## config.mk

```make
export PLATFORM = sky130hd
export DESIGN_NAME = four_level_page_table_walker
export DESIGN_NICKNAME = d
export VERILOG_FILES = /design/src/hdl/ptw_pkg.sv /design/src/hdl/four_level_page_table_walker.sv /design/src/hdl/ptw_in_reg.sv /design/src/hdl/ptw_step.sv /design/src/hdl/ptw_out_reg.sv
export SDC_FILE = /design/constraint.sdc
export NUM_CORES = 1
export LEC_CHECK = 0
export BUFFER_PORTS_ARGS = -buffer_cell sky130_fd_sc_hd__buf_2
export CAP_MARGIN = 10
export CORE_ASPECT_RATIO = 1.2
export CORE_MARGIN = 2
export CORE_UTILIZATION = 36
export DETAILED_ROUTE_END_ITERATION = 6
export GPL_TIMING_DRIVEN = 0
export PLACE_DENSITY_LB_ADDON = 0.3
export SLEW_MARGIN = 30
export SYNTH_ARGS = -nofsm -noshare
export SYNTH_HDL_FRONTEND = slang
export SYNTH_SLANG_ARGS = --single-unit
```

## constraint.sdc

```tcl
create_clock -name aclk -period 9.05 [get_ports aclk]
set_input_delay 2.715 -clock aclk [delete_from_list [all_inputs] [get_ports aclk]]
set_output_delay 2.715 -clock aclk [all_outputs]
set_load 0.005 [all_outputs]
```

## src/hdl/ptw_pkg.sv

```systemverilog
package ptw_pkg;

    localparam int VA_W        = 48;
    localparam int PTE_W       = 64;
    localparam int ADDR_W      = 53;
    localparam int ROOT_W      = 52;
    localparam int IDX_W       = 9;
    localparam int ENTRY_SHIFT = 3;
    localparam int PAGE_SHIFT  = 12;
    localparam int L2_SHIFT    = 21;
    localparam int L1_SHIFT    = 30;
    localparam int L0_SHIFT    = 39;
    localparam int PRESENT_BIT = 0;
    localparam int HUGE_BIT    = 7;

    localparam int S_TDATA_W = 112;
    localparam int M_TDATA_W = 56;

    typedef enum logic {
        OP_TRANSLATE = 1'b0,
        OP_READ_RESP = 1'b1
    } op_t;

    typedef enum logic {
        KIND_READ_REQ = 1'b0,
        KIND_DONE     = 1'b1
    } kind_t;

    typedef enum logic [1:0] {
        PS_4K   = 2'd0,
        PS_2M   = 2'd1,
        PS_1G   = 2'd2,
        PS_NONE = 2'd3
    } pg_size_t;

    // level of the entry being awaited, top first
    typedef enum logic [1:0] {
        LVL_PML4 = 2'd0,
        LVL_PDPT = 2'd1,
        LVL_PD   = 2'd2,
        LVL_PT   = 2'd3
    } level_t;

    typedef struct packed {
        op_t              opcode;
        logic [VA_W-1:0]  vaddr;
        logic [PTE_W-1:0] read_data;
    } in_item_t;

    typedef struct packed {
        kind_t             kind;
        logic [ADDR_W-1:0] address;
        logic              mapped;
        pg_size_t          pg_size;
    } result_t;

    function automatic logic [IDX_W-1:0] va_index(input logic [VA_W-1:0] va,
                                                  input level_t lvl);
        logic [IDX_W-1:0] idx;
        unique case (lvl)
            LVL_PML4: idx = va[L0_SHIFT +: IDX_W];
            LVL_PDPT: idx = va[L1_SHIFT +: IDX_W];
            LVL_PD:   idx = va[L2_SHIFT +: IDX_W];
            LVL_PT:   idx = va[PAGE_SHIFT +: IDX_W];
            default:  idx = '0;
        endcase
        return idx;
    endfunction

endpackage

```

## src/hdl/four_level_page_table_walker.sv

```systemverilog
// Four-level page table walker, 48-bit virtual addresses.
// Input stream (s_*): tuser[0] selects a translate request (virtual address in
// tdata) or a memory read response (a 64-bit table entry in tdata). Result
// stream (m_*): tuser[0] is 0 for a read request of the entry address in tdata,
// 1 when the walk is done (translated address, mapped flag, page size).
// The memory side is closed through the caller: every read request it sees
// must come back as one response transaction. Requests during a walk and
// responses with no walk open produce no result transaction.
// Path: the input register, then decision logic into the result register that
// drives m_tvalid. Throughput: one input transaction per cycle while results
// are taken; walk state updates as each item leaves the input register, so
// back-to-back items see the state of the one before.
// Stall: when m_tready is low the result register holds, the input register
// fills, and s_tready drops until the result is taken.
// Reset (aresetn low, synchronous): both stages empty, walker idle, root
// table base cleared. Root base (CR3 equivalent) is written over APB with
// paddr[3] low and should only change while no walk is open.
module four_level_page_table_walker #(
    parameter int PHYS_ADDR_BITS = 52
) (
    input  logic                           aclk,
    input  logic                           aresetn,
    // APB config
    input  logic                           psel,
    input  logic                           penable,
    input  logic                           pwrite,
    input  logic [3:0]                     paddr,
    input  logic [63:0]                    pwdata,
    output logic [63:0]                    prdata,
    output logic                           pready,
    // input stream
    input  logic                           s_tvalid,
    output logic                           s_tready,
    input  logic [ptw_pkg::S_TDATA_W-1:0]  s_tdata,   // vaddr[47:0], read_data[111:48]
    input  logic [0:0]                     s_tuser,   // opcode
    // result stream
    output logic                           m_tvalid,
    input  logic                           m_tready,
    output logic [ptw_pkg::M_TDATA_W-1:0]  m_tdata,   // address[52:0], mapped[53], pg_size[55:54]
    output logic [0:0]                     m_tuser    // result_kind
);

    logic [ptw_pkg::ROOT_W-1:0] root_reg, root_next;
    logic                       cfg_wr;

    logic                       item_valid;
    ptw_pkg::in_item_t          item;
    logic                       advance;
    logic                       out_free;
    logic                       produce;
    ptw_pkg::result_t           result;

    // ---- config port: one 52-bit register, decoded at paddr[3] low ----
    assign pready = 1'b1;
    assign cfg_wr = psel && penable && pwrite && pready;

    always_comb begin
        root_next = root_reg;
        if (cfg_wr && !paddr[3]) begin
            root_next = pwdata[ptw_pkg::ROOT_W-1:0];
        end
    end

    always_ff @(posedge aclk) begin
        if (!aresetn) begin
            root_reg <= '0;
        end else begin
            root_reg <= root_next;
        end
    end

    assign prdata = paddr[3] ? 64'd0 : 64'(root_reg);

    // ---- datapath ----
    // item leaves the input register whenever the result register can take it
    assign advance = item_valid && out_free;

    ptw_in_reg u_in (
        .aclk       (aclk),
        .aresetn    (aresetn),
        .s_tvalid   (s_tvalid),
        .s_tready   (s_tready),
        .s_tdata    (s_tdata),
        .s_tuser    (s_tuser),
        .advance    (advance),
        .item_valid (item_valid),
        .item       (item)
    );

    ptw_step #(
        .PHYS_ADDR_BITS (PHYS_ADDR_BITS)
    ) u_step (
        .aclk      (aclk),
        .aresetn   (aresetn),
        .advance   (advance),
        .item      (item),
        .root_base (root_reg[PHYS_ADDR_BITS-1:ptw_pkg::PAGE_SHIFT]),
        .produce   (produce),
        .result    (result)
    );

    ptw_out_reg u_out (
        .aclk     (aclk),
        .aresetn  (aresetn),
        .load     (produce),
        .result   (result),
        .out_free (out_free),
        .m_tvalid (m_tvalid),
        .m_tready (m_tready),
        .m_tdata  (m_tdata),
        .m_tuser  (m_tuser)
    );

    // ---- checks ----
    // input side only backs up behind a stalled result
    a_stall_cause: assert property (@(posedge aclk) disable iff (!aresetn)
        !s_tready |-> (m_tvalid && !m_tready))
        else $error("input stalled without a stalled result");

    // unmapped finish carries zero address and size
    a_unmapped_zero: assert property (@(posedge aclk) disable iff (!aresetn)
        (m_tvalid && m_tuser[0] && !m_tdata[53]) |->
        (m_tdata[52:0] == 53'd0 && m_tdata[55:54] == 2'd0))
        else $error("unmapped result with nonzero address or size");

    // read requests are never marked mapped, and are 8-byte aligned
    a_req_shape: assert property (@(posedge aclk) disable iff (!aresetn)
        (m_tvalid && !m_tuser[0]) |->
        (!m_tdata[53] && m_tdata[55:54] == 2'd0 && m_tdata[2:0] == 3'd0))
        else $error("malformed read request");

    // no page size code outside 4K/2M/1G
    a_size_legal: assert property (@(posedge aclk) disable iff (!aresetn)
        m_tvalid |-> (m_tdata[55:54] != 2'd3))
        else $error("illegal page size");

    // a result only appears after an item has left the input register
    a_result_source: assert property (@(posedge aclk) disable iff (!aresetn)
        $rose(m_tvalid) |-> $past(advance))
        else $error("result without a source item");

endmodule

```

## src/hdl/ptw_in_reg.sv

```systemverilog
module ptw_in_reg (
    input  logic                           aclk,
    input  logic                           aresetn,
    input  logic                           s_tvalid,
    output logic                           s_tready,
    input  logic [ptw_pkg::S_TDATA_W-1:0]  s_tdata,
    input  logic [0:0]                     s_tuser,
    input  logic                           advance,
    output logic                           item_valid,
    output ptw_pkg::in_item_t              item
);

    logic              valid_reg, valid_next;
    ptw_pkg::in_item_t item_reg;

    // stage frees up in the same cycle it hands its item on
    assign s_tready = !valid_reg || advance;

    always_comb begin
        valid_next = valid_reg;
        if (s_tready) begin
            valid_next = s_tvalid;
        end
    end

    always_ff @(posedge aclk) begin
        if (!aresetn) begin
            valid_reg <= 1'b0;
        end else begin
            valid_reg <= valid_next;
        end
    end

    always_ff @(posedge aclk) begin
        if (s_tvalid && s_tready) begin
            item_reg.opcode    <= ptw_pkg::op_t'(s_tuser[0]);
            item_reg.vaddr     <= s_tdata[ptw_pkg::VA_W-1:0];
            item_reg.read_data <= s_tdata[ptw_pkg::VA_W +: ptw_pkg::PTE_W];
        end
    end

    assign item_valid = valid_reg;
    assign item       = item_reg;

endmodule

```

## src/hdl/ptw_step.sv

```systemverilog
module ptw_step #(
    parameter int PHYS_ADDR_BITS = 52
) (
    input  logic                                          aclk,
    input  logic                                          aresetn,
    input  logic                                          advance,
    input  ptw_pkg::in_item_t                             item,
    input  logic [PHYS_ADDR_BITS-1:ptw_pkg::PAGE_SHIFT]   root_base,
    output logic                                          produce,
    output ptw_pkg::result_t                              result
);

    localparam int AW = ptw_pkg::ADDR_W;
    localparam int PS = ptw_pkg::PAGE_SHIFT;

    logic                        busy_reg, busy_next;
    ptw_pkg::level_t             level_reg, level_next;
    logic [ptw_pkg::VA_W-1:0]    vaddr_reg, vaddr_next;

    logic [ptw_pkg::PTE_W-1:0]   pte;
    logic                        present, huge;
    logic [PHYS_ADDR_BITS-1:PS]  next_base;
    ptw_pkg::level_t             level_inc;

    assign pte       = item.read_data;
    assign present   = pte[ptw_pkg::PRESENT_BIT];
    assign huge      = pte[ptw_pkg::HUGE_BIT];
    assign next_base = pte[PHYS_ADDR_BITS-1:PS];
    assign level_inc = ptw_pkg::level_t'(level_reg + 2'd1);

    always_comb begin
        produce    = 1'b0;
        result     = '{kind: ptw_pkg::KIND_READ_REQ, address: '0, mapped: 1'b0,
                       pg_size: ptw_pkg::PS_4K};
        busy_next  = busy_reg;
        level_next = level_reg;
        vaddr_next = vaddr_reg;
        if (advance) begin
            unique case (item.opcode)
                ptw_pkg::OP_TRANSLATE: begin
                    if (!busy_reg) begin
                        produce        = 1'b1;
                        busy_next      = 1'b1;
                        level_next     = ptw_pkg::LVL_PML4;
                        vaddr_next     = item.vaddr;
                        result.address = AW'({root_base,
                            ptw_pkg::va_index(item.vaddr, ptw_pkg::LVL_PML4),
                            3'b000});
                    end
                end
                ptw_pkg::OP_READ_RESP: begin
                    if (busy_reg) begin
                        produce = 1'b1;
                        priority if (!present) begin
                            result.kind = ptw_pkg::KIND_DONE;
                            busy_next   = 1'b0;
                            level_next  = ptw_pkg::LVL_PML4;
                        end else if (level_reg == ptw_pkg::LVL_PDPT && huge) begin
                            result.kind      = ptw_pkg::KIND_DONE;
                            result.mapped    = 1'b1;
                            result.pg_size   = ptw_pkg::PS_1G;
                            result.address   = AW'({pte[PHYS_ADDR_BITS-1:ptw_pkg::L1_SHIFT],
                                                    vaddr_reg[ptw_pkg::L1_SHIFT-1:0]});
                            busy_next        = 1'b0;
                            level_next       = ptw_pkg::LVL_PML4;
                        end else if (level_reg == ptw_pkg::LVL_PD && huge) begin
                            result.kind      = ptw_pkg::KIND_DONE;
                            result.mapped    = 1'b1;
                            result.pg_size   = ptw_pkg::PS_2M;
                            result.address   = AW'({pte[PHYS_ADDR_BITS-1:ptw_pkg::L2_SHIFT],
                                                    vaddr_reg[ptw_pkg::L2_SHIFT-1:0]});
                            busy_next        = 1'b0;
                            level_next       = ptw_pkg::LVL_PML4;
                        end else if (level_reg == ptw_pkg::LVL_PT) begin
                            result.kind      = ptw_pkg::KIND_DONE;
                            result.mapped    = 1'b1;
                            result.pg_size   = ptw_pkg::PS_4K;
                            result.address   = AW'({next_base, vaddr_reg[PS-1:0]});
                            busy_next        = 1'b0;
                            level_next       = ptw_pkg::LVL_PML4;
                        end else begin
                            // descend; top-level huge bit is ignored
                            level_next     = level_inc;
                            result.address = AW'({next_base,
                                ptw_pkg::va_index(vaddr_reg, level_inc), 3'b000});
                        end
                    end
                end
                default: ;
            endcase
        end
    end

    always_ff @(posedge aclk) begin
        if (!aresetn) begin
            busy_reg  <= 1'b0;
            level_reg <= ptw_pkg::LVL_PML4;
            vaddr_reg <= '0;
        end else begin
            busy_reg  <= busy_next;
            level_reg <= level_next;
            vaddr_reg <= vaddr_next;
        end
    end

endmodule

```

## src/hdl/ptw_out_reg.sv

```systemverilog
module ptw_out_reg (
    input  logic                           aclk,
    input  logic                           aresetn,
    input  logic                           load,
    input  ptw_pkg::result_t               result,
    output logic                           out_free,
    output logic                           m_tvalid,
    input  logic                           m_tready,
    output logic [ptw_pkg::M_TDATA_W-1:0]  m_tdata,
    output logic [0:0]                     m_tuser
);

    logic             valid_reg, valid_next;
    ptw_pkg::result_t res_reg;

    assign out_free = !valid_reg || m_tready;

    always_comb begin
        valid_next = valid_reg;
        if (out_free) begin
            valid_next = load;
        end
    end

    always_ff @(posedge aclk) begin
        if (!aresetn) begin
            valid_reg <= 1'b0;
        end else begin
            valid_reg <= valid_next;
        end
    end

    always_ff @(posedge aclk) begin
        if (load && out_free) begin
            res_reg <= result;
        end
    end

    assign m_tvalid = valid_reg;
    assign m_tdata  = {res_reg.pg_size, res_reg.mapped, res_reg.address};
    assign m_tuser  = res_reg.kind;

endmodule
```

---- Word level (Yosys, flattened, before mapping) ----
Cells that the tools add are included.
cells by class
  eq/ne operators ......................... 8
  bitwise gates (word level) .............. 4
  multiplexer cells ....................... 29
  reduce and logical (&&, ||, !) cells .... 19
  add/subtract/negate cells ............... 1
operators by type and width
  cell                                            count
  two-way mux 57 bit                              2
  two-way mux 56 bit                              2
  case mux 53 bit (2 select lines)                1
  two-way mux 52 bit                              2
  case mux 9 bit (4 select lines)                 1
  two-way mux 12 bit                              1
  two-way mux 2 bit                               6
  two-way mux 1 bit                               10
  AND reduction 3 bit                             3
  == test 2 bit (second input constant)           4
  logical AND 1 bit                               8
  OR reduction 5 bit                              1
  == test 2 x 1 -> 1 bit (second input constant)  2
  inverter 1 bit                                  4
  case mux 1 bit (2 select lines)                 2
  case mux 2 bit (2 select lines)                 1
  AND reduction 4 bit                             1
  logical NOT 1 bit                               3
  two-way mux 3 bit                               1
  adder 2 x 1 -> 2 bit (second input constant)    1
  logical NOT 2 bit                               1
  logical OR 1 bit                                2
  != test 2 x 1 -> 1 bit (second input constant)  1
  != test 2 bit (second input constant)           1
storage, ports and cells
  input bits .............................. 188
  word-level logic and storage cells ...... 75
  bits in registers ....................... 263
  output and inout bits ................... 124

---- Depth between registers and ports, before layout ----
  depth in word-level cells ............... 9
  mapped depth ............................ 7

---- Hierarchy ----
A second synthesis with hierarchy kept.
second synthesis, totals
  cell total of the unflattened synthesis .. 825
  area, all modules ....................... 10487.6 um^2
modules (own cells, without submodules)
  module                        area each (um^2)  instances  cells each
  ptw_in_reg                    3450.8            1          118
  ptw_step                      2683.8            1          345
  four_level_page_table_walker  2583.7            1          300
  ptw_out_reg                   1769.2            1          62

---- Least setup slack after synthesis ----
Ideal clock, no wire load.
  path kind ............................... input to register
  from .................................... in m_tready
  to ...................................... reg u_step.level_reg[1]
  stages .................................. 4
  setup slack ............................. 1.713 ns
  arrival time ............................ 7.255 ns
  cell sequence ........................... nor2b_1 -> nor3_1 -> nand3_1 -> a21oi_1
between the ends
  longest elaborated chain between the ends .. 3
ends and longest elaborated chain
  what                           RTL line                            text
  start: declaration             four_level_page_table_walker.sv:38  input logic m_tready,
  logical OR 1 bit               ptw_out_reg.sv:16                   assign out_free = !valid_reg || m_tready;
  logical AND 1 bit              four_level_page_table_walker.sv:76  assign advance = item_valid && out_free;
  AND reduction 3 bit (no line)  -
  end signal: assignment         ptw_step.sv:97                      level_reg <= ptw_pkg::LVL_PML4;
  end signal: assignment         ptw_step.sv:101                     level_reg <= level_next;
  end: declaration               ptw_step.sv:17                      ptw_pkg::level_t level_reg, level_next;
Every way passes these cells.
A chain may end at the register's enable or synchronous reset.

---- Worst setup path after layout ----
  from .................................... in paddr[3]
  to ...................................... out prdata[31]
between the ends
  longest elaborated chain between the ends .. 1
ends and longest elaborated chain
  what                RTL line                            text
  start: declaration  four_level_page_table_walker.sv:27  input logic [3:0] paddr,
  two-way mux 52 bit  four_level_page_table_walker.sv:72  assign prdata = paddr[3] ? 64'd0 : 64'(root_reg);
  end: declaration    four_level_page_table_walker.sv:29  output logic [63:0] prdata,
Every way passes these cells.

==> tab_implementation.tex <==
\begin{tabular}{lr}
\hline
Metric & Value \\
\hline
\multicolumn{2}{l}{\textbf{Routing}} \\
\quad Top metal layer carrying routed signals & met5 \\
\quad Total iterations of the first detailed-routing run & 5 \\
\quad Wire length after detailed routing & 25400 um \\
\quad Final ANT Viol Nets & 0 \\
\quad Total number of vias & 6914 \\
\quad Iteration-0 DRC Markers & 358 \\
\quad Total DRC errors in the routed layout & 0 \\
\quad Sum of routed wire segments on met1 & 10300 um \\
\quad Drt wl/cell & 17.6 um \\
\quad Routed vias/inst & 4.77 \\
\quad Met3 Routed Length & 1620 um \\
\quad Total length of routed met2 wires & 12600 um \\
\multicolumn{2}{l}{\textbf{Yosys}} \\
\quad XOR/XNOR share of the synthesized area & 0\% \\
\quad Main combinational cell family by area after synthesis & simple AND/OR/NAND/NOR gates \\
\quad Post-synthesis cell count & 783 \\
\quad Fraction of the mapped netlist area in adder cells & 0.810\% \\
\quad Multiplexer area fraction after synthesis & 1.94\% \\
\quad Commonest register cell after synthesis & sky130\_fd\_sc\_hd\_\_edfxtp\_1 \\
\quad Mean instance size in the synthesized netlist & 11.8 um\^{}2 \\
\quad Post-synth design cell area & 9270 um\^{}2 \\
\quad Proportion of synthesized chip area in sequential cells & 68.4\% \\
\quad Post-synthesis sequential element count & 243 \\
\quad Compound-gate portion of the synthesized area & 11.6\% \\
\quad Simple-gate share of the synthesized area & 13.4\% \\
\quad Count of synthesis-stage warnings from yosys & 0 \\
\quad Number of unique standard cell types used by synthesis & 36 \\
\quad Async set-or-reset flop fraction in the synthesized netlist & 0\% \\
\quad Number of flops mapped to enable cells by yosys & 147 \\
\multicolumn{2}{l}{\textbf{CTS}} \\
\quad Resized cells post-CTS & 0 \\
\quad Number of clock buffers inserted by TritonCTS & 26 \\
\quad Postcts setup bufs & 0 \\
\quad Insertion delay to the later sink of the worst-skew pair & 0.52 ns \\
\quad CTS Root Cell & sky130\_fd\_sc\_hd\_\_clkbuf\_16 \\
\quad Clock slew at the register clock pins of the worst setup and hold paths & 0.06 ns \\
\quad Number of hold buffers added after cts & 0 \\
\quad H-Tree Level Count & 1 \\
\quad TritonCTS Sinks & 243 \\
\quad Maximum clock insertion buffer count & 3 \\
\quad CTS tree & done \\
\multicolumn{2}{l}{\textbf{Floorplan}} \\
\quad Effective utilization at floorplan & 36.5\% \\
\quad Vertical extent of the die & 180 um \\
\quad Placeable core region & 25400 um\^{}2 \\
\quad Row count & 64 \\
\quad DIE WIDTH & 150 um \\
\quad Num ports & 312 \\
\quad Area of the die & 27000 um\^{}2 \\
\multicolumn{2}{l}{\textbf{STA}} \\
\quad Relative max-transition margin & 52.6\% \\
\quad Period utilization & 70.7\% \\
\quad Unrepaired setup endpoints after global routing & false \\
\quad Number of endpoints failing setup at the final stage & 0 \\
\quad Transition time of the tightest slew-check pin & 0.711 ns \\
\quad Highest clock rate & 156 MHz \\
\quad Max Slew Vio Count & 0 \\
\quad Worst Slack Setup Final & 2.65 ns \\
\quad Count of final hold-check violations & 0 \\
\quad Total negative slack & 0 ns \\
\quad Fin crit period & 6.40 ns \\
\quad Clock skew & 0.0120 ns \\
\multicolumn{2}{l}{\textbf{Layout}} \\
\quad Flip-flop count of the largest register after layout & 91 \\
\quad Share of post-route cells with drive strength above 1 & 31.4\% \\
\quad Total non-filler cell area in the finished layout & 12000 um\^{}2 \\
\quad Final layout net count & 1288 \\
\quad Final core utilization & 47.3\% \\
\quad Syn-to-layout area delta & 29.7\% \\
\multicolumn{2}{l}{\textbf{Pwr}} \\
\quad Internal power component & 0.00190 W \\
\quad Switching share of power & 21.7\% \\
\quad Peak VDD IR & 134 uV \\
\quad Power density over cell area & 202 nW/um\^{}2 \\
\quad Power share of the clock group & 42.9\% \\
\quad Switching Power & 0.000526 W \\
\quad Leakage Power & 4.83 nW \\
\quad Share of total power in combinational logic & 6.0\% \\
\quad Sequential share of power & 51.1\% \\
\multicolumn{2}{l}{\textbf{Place}} \\
\quad Post-Place Cell Area & 11200 um\^{}2 \\
\quad Port-buffer cells & 260 \\
\quad Post-Place Worst Slack & 2.63 ns \\
\quad Detailed placement HPWL & 19000 um \\
\quad Routability congestion estimate & 0.819 \\
\multicolumn{2}{l}{\textbf{GRT}} \\
\quad Initial antenna violation count & 7 \\
\quad All-Layer GR Usage & 18.5\% \\
\quad Total congestion overflow & 0 \\
\quad Maximum number of pins on one net before global-route repair & 47 \\
\quad First-pass GRT wire length & 38500 um \\
\quad Vias in the first global route & 6840 \\
\multicolumn{2}{l}{\textbf{Status}} \\
\quad Status & finished clean \\
\multicolumn{2}{l}{\textbf{Worst setup path}} \\
\quad Cell with the largest stage delay on the worst path & sky130\_fd\_sc\_hd\_\_clkbuf\_1 \\
\quad Endpoint type of the worst setup path & output port \\
\quad Critical path data arrival time & 3.68 ns \\
\quad Highest net fanout along the worst path & 10 \\
\quad Worst path most repeated cell & sky130\_fd\_sc\_hd\_\_buf\_2 \\
\quad Largest stage delay, worst path & 0.44 ns \\
\quad Data required time of the critical path & 6.34 ns \\
\quad Type of the worst setup path & in2out \\
\quad CP Cell Sequence & buf\_2, clkbuf\_1, nor2b\_1, buf\_2 \\
\quad CP startpoint kind & primary input \\
\multicolumn{2}{l}{\textbf{Flow run}} \\
\quad Number of violations of the max-capacitance limit & 0 \\
\multicolumn{2}{l}{\textbf{Min path}} \\
\quad Path class of the lowest-slack min-delay path & reg2reg \\
\hline
\end{tabular}
[Yosys cell counts, types with 6 or more instances]
| cell | number | area [um^2] |
|---|---|---|
| sky130_fd_sc_hd__nand2_1 | 187 | 702 |
| sky130_fd_sc_hd__dfxtp_1 | 96 | 1920 |
| sky130_fd_sc_hd__mux2i_1 | 18 | 180 |
| sky130_fd_sc_hd__edfxtp_1 | 147 | 4410 |
| sky130_fd_sc_hd__ha_1 | 6 | 75.1 |
| sky130_fd_sc_hd__a222oi_1 | 9 | 90.1 |
| sky130_fd_sc_hd__a21oi_1 | 100 | 500 |
| sky130_fd_sc_hd__o2bb2ai_1 | 18 | 158 |
| sky130_fd_sc_hd__nor2b_1 | 54 | 338 |
| sky130_fd_sc_hd__a22o_1 | 31 | 272 |
| sky130_fd_sc_hd__buf_4 | 14 | 105 |
| sky130_fd_sc_hd__or2_2 | 9 | 56.3 |
| sky130_fd_sc_hd__nor2_1 | 6 | 22.5 |
| sky130_fd_sc_hd__buf_2 | 12 | 60.1 |
| sky130_fd_sc_hd__clkbuf_1 | 35 | 131 |
[cell usage in the layout, fill, tap and decap left out, types with 4 or more instances in the layout]
| cell | instances |
|---|---|
| sky130_fd_sc_hd__a21oi_1 | 100 |
| sky130_fd_sc_hd__a222oi_1 | 9 |
| sky130_fd_sc_hd__a22o_1 | 31 |
| sky130_fd_sc_hd__buf_1 | 5 |
| sky130_fd_sc_hd__buf_2 | 272 |
| sky130_fd_sc_hd__buf_4 | 21 |
| sky130_fd_sc_hd__clkbuf_1 | 44 |
| sky130_fd_sc_hd__clkbuf_16 | 28 |
| sky130_fd_sc_hd__clkinv_2 | 4 |
| sky130_fd_sc_hd__conb_1 | 14 |
| sky130_fd_sc_hd__dfxtp_1 | 96 |
| sky130_fd_sc_hd__diode_2 | 5 |
| sky130_fd_sc_hd__edfxtp_1 | 147 |
| sky130_fd_sc_hd__ha_1 | 6 |
| sky130_fd_sc_hd__inv_1 | 5 |
| sky130_fd_sc_hd__mux2i_1 | 18 |
| sky130_fd_sc_hd__nand2_1 | 187 |
| sky130_fd_sc_hd__nand3_1 | 4 |
| sky130_fd_sc_hd__nor2_1 | 6 |
| sky130_fd_sc_hd__nor2b_1 | 54 |
| sky130_fd_sc_hd__o2bb2ai_1 | 18 |
| sky130_fd_sc_hd__or2_2 | 9 |
[metrics by stage]
step | total power [W] | cells | hold WS, ns
3_5_place_dp | 0.00141 | 1396 | 0.442
5_1_grt | 0.00252 | 1448 | 0.466
3_3_place_gp | 0.00141 | 1385 | 0.437
6_report | 0.00243 | 1448 | 0.448
2_1_floorplan | 0.00133 | 795 | 0.432
4_1_cts | 0.00246 | 1443 | 0.450
[layer usage]
layer / vias up / GRT usage [%]
li1: 3370 / -
met1: 3227 / 23.1
met2: 252 / 31.7
met3: 61 / 2.89
met4: 4 / 7.58
met5: - / 0
[power by group through the flow]
| stage | clock, W | combinational, W | sequential [W] |
|---|---|---|---|
| after CTS | 0.00107 | 0.000147 | 0.00124 |
| after floorplan | 0 | 0.0000640 | 0.00126 |
| after global placement | 0 | 0.000137 | 0.00127 |
| final | 0.00104 | 0.000145 | 0.00124 |
| after global routing | 0.00112 | 0.000161 | 0.00125 |
| after detailed placement | 0 | 0.000146 | 0.00127 |
[layout make-up]
type                            instances  area [um^2]
Buffer                                 67          327
Multi-Input combinational cell        479         2640
Clock buffer                           40          776
Timing Repair Buffer                  271         1430
Tap cell                              330          413
Antenna cell                            5         12.5
Sequential cell                       243         6340
Fill cell                            2391        13400
Clock inverter                          7         65.1
Inverter                                6         22.5
[worst paths after layout]
kind	start	end	slack [ns]	cells past startpoint
setup reg to reg	u_step.level_reg[1]	u_out.m_tdata[20]	6.86	6
hold reg to reg	root_reg[6]	root_reg[6]	0.45	2
setup / recovery	paddr[3]	prdata[31]	2.65	4
hold / removal	root_reg[6]	root_reg[6]	0.45	2
[logic make-up after synthesis]
kind of cell,after synthesis
AO/OA/AOI/OAI,165
adder cells (fa/ha/maj),6
multiplexers,18
buffers and inverters,73
flip-flops,243
other,2
AND/OR/NAND/NOR,276
[critical path: cells and delay by family]
kind,cells,cell delay (ns)
buffers and inverters,3,0.84
AND/OR/NAND/NOR,1,0.12
Power figures use the tool's default switching activity.
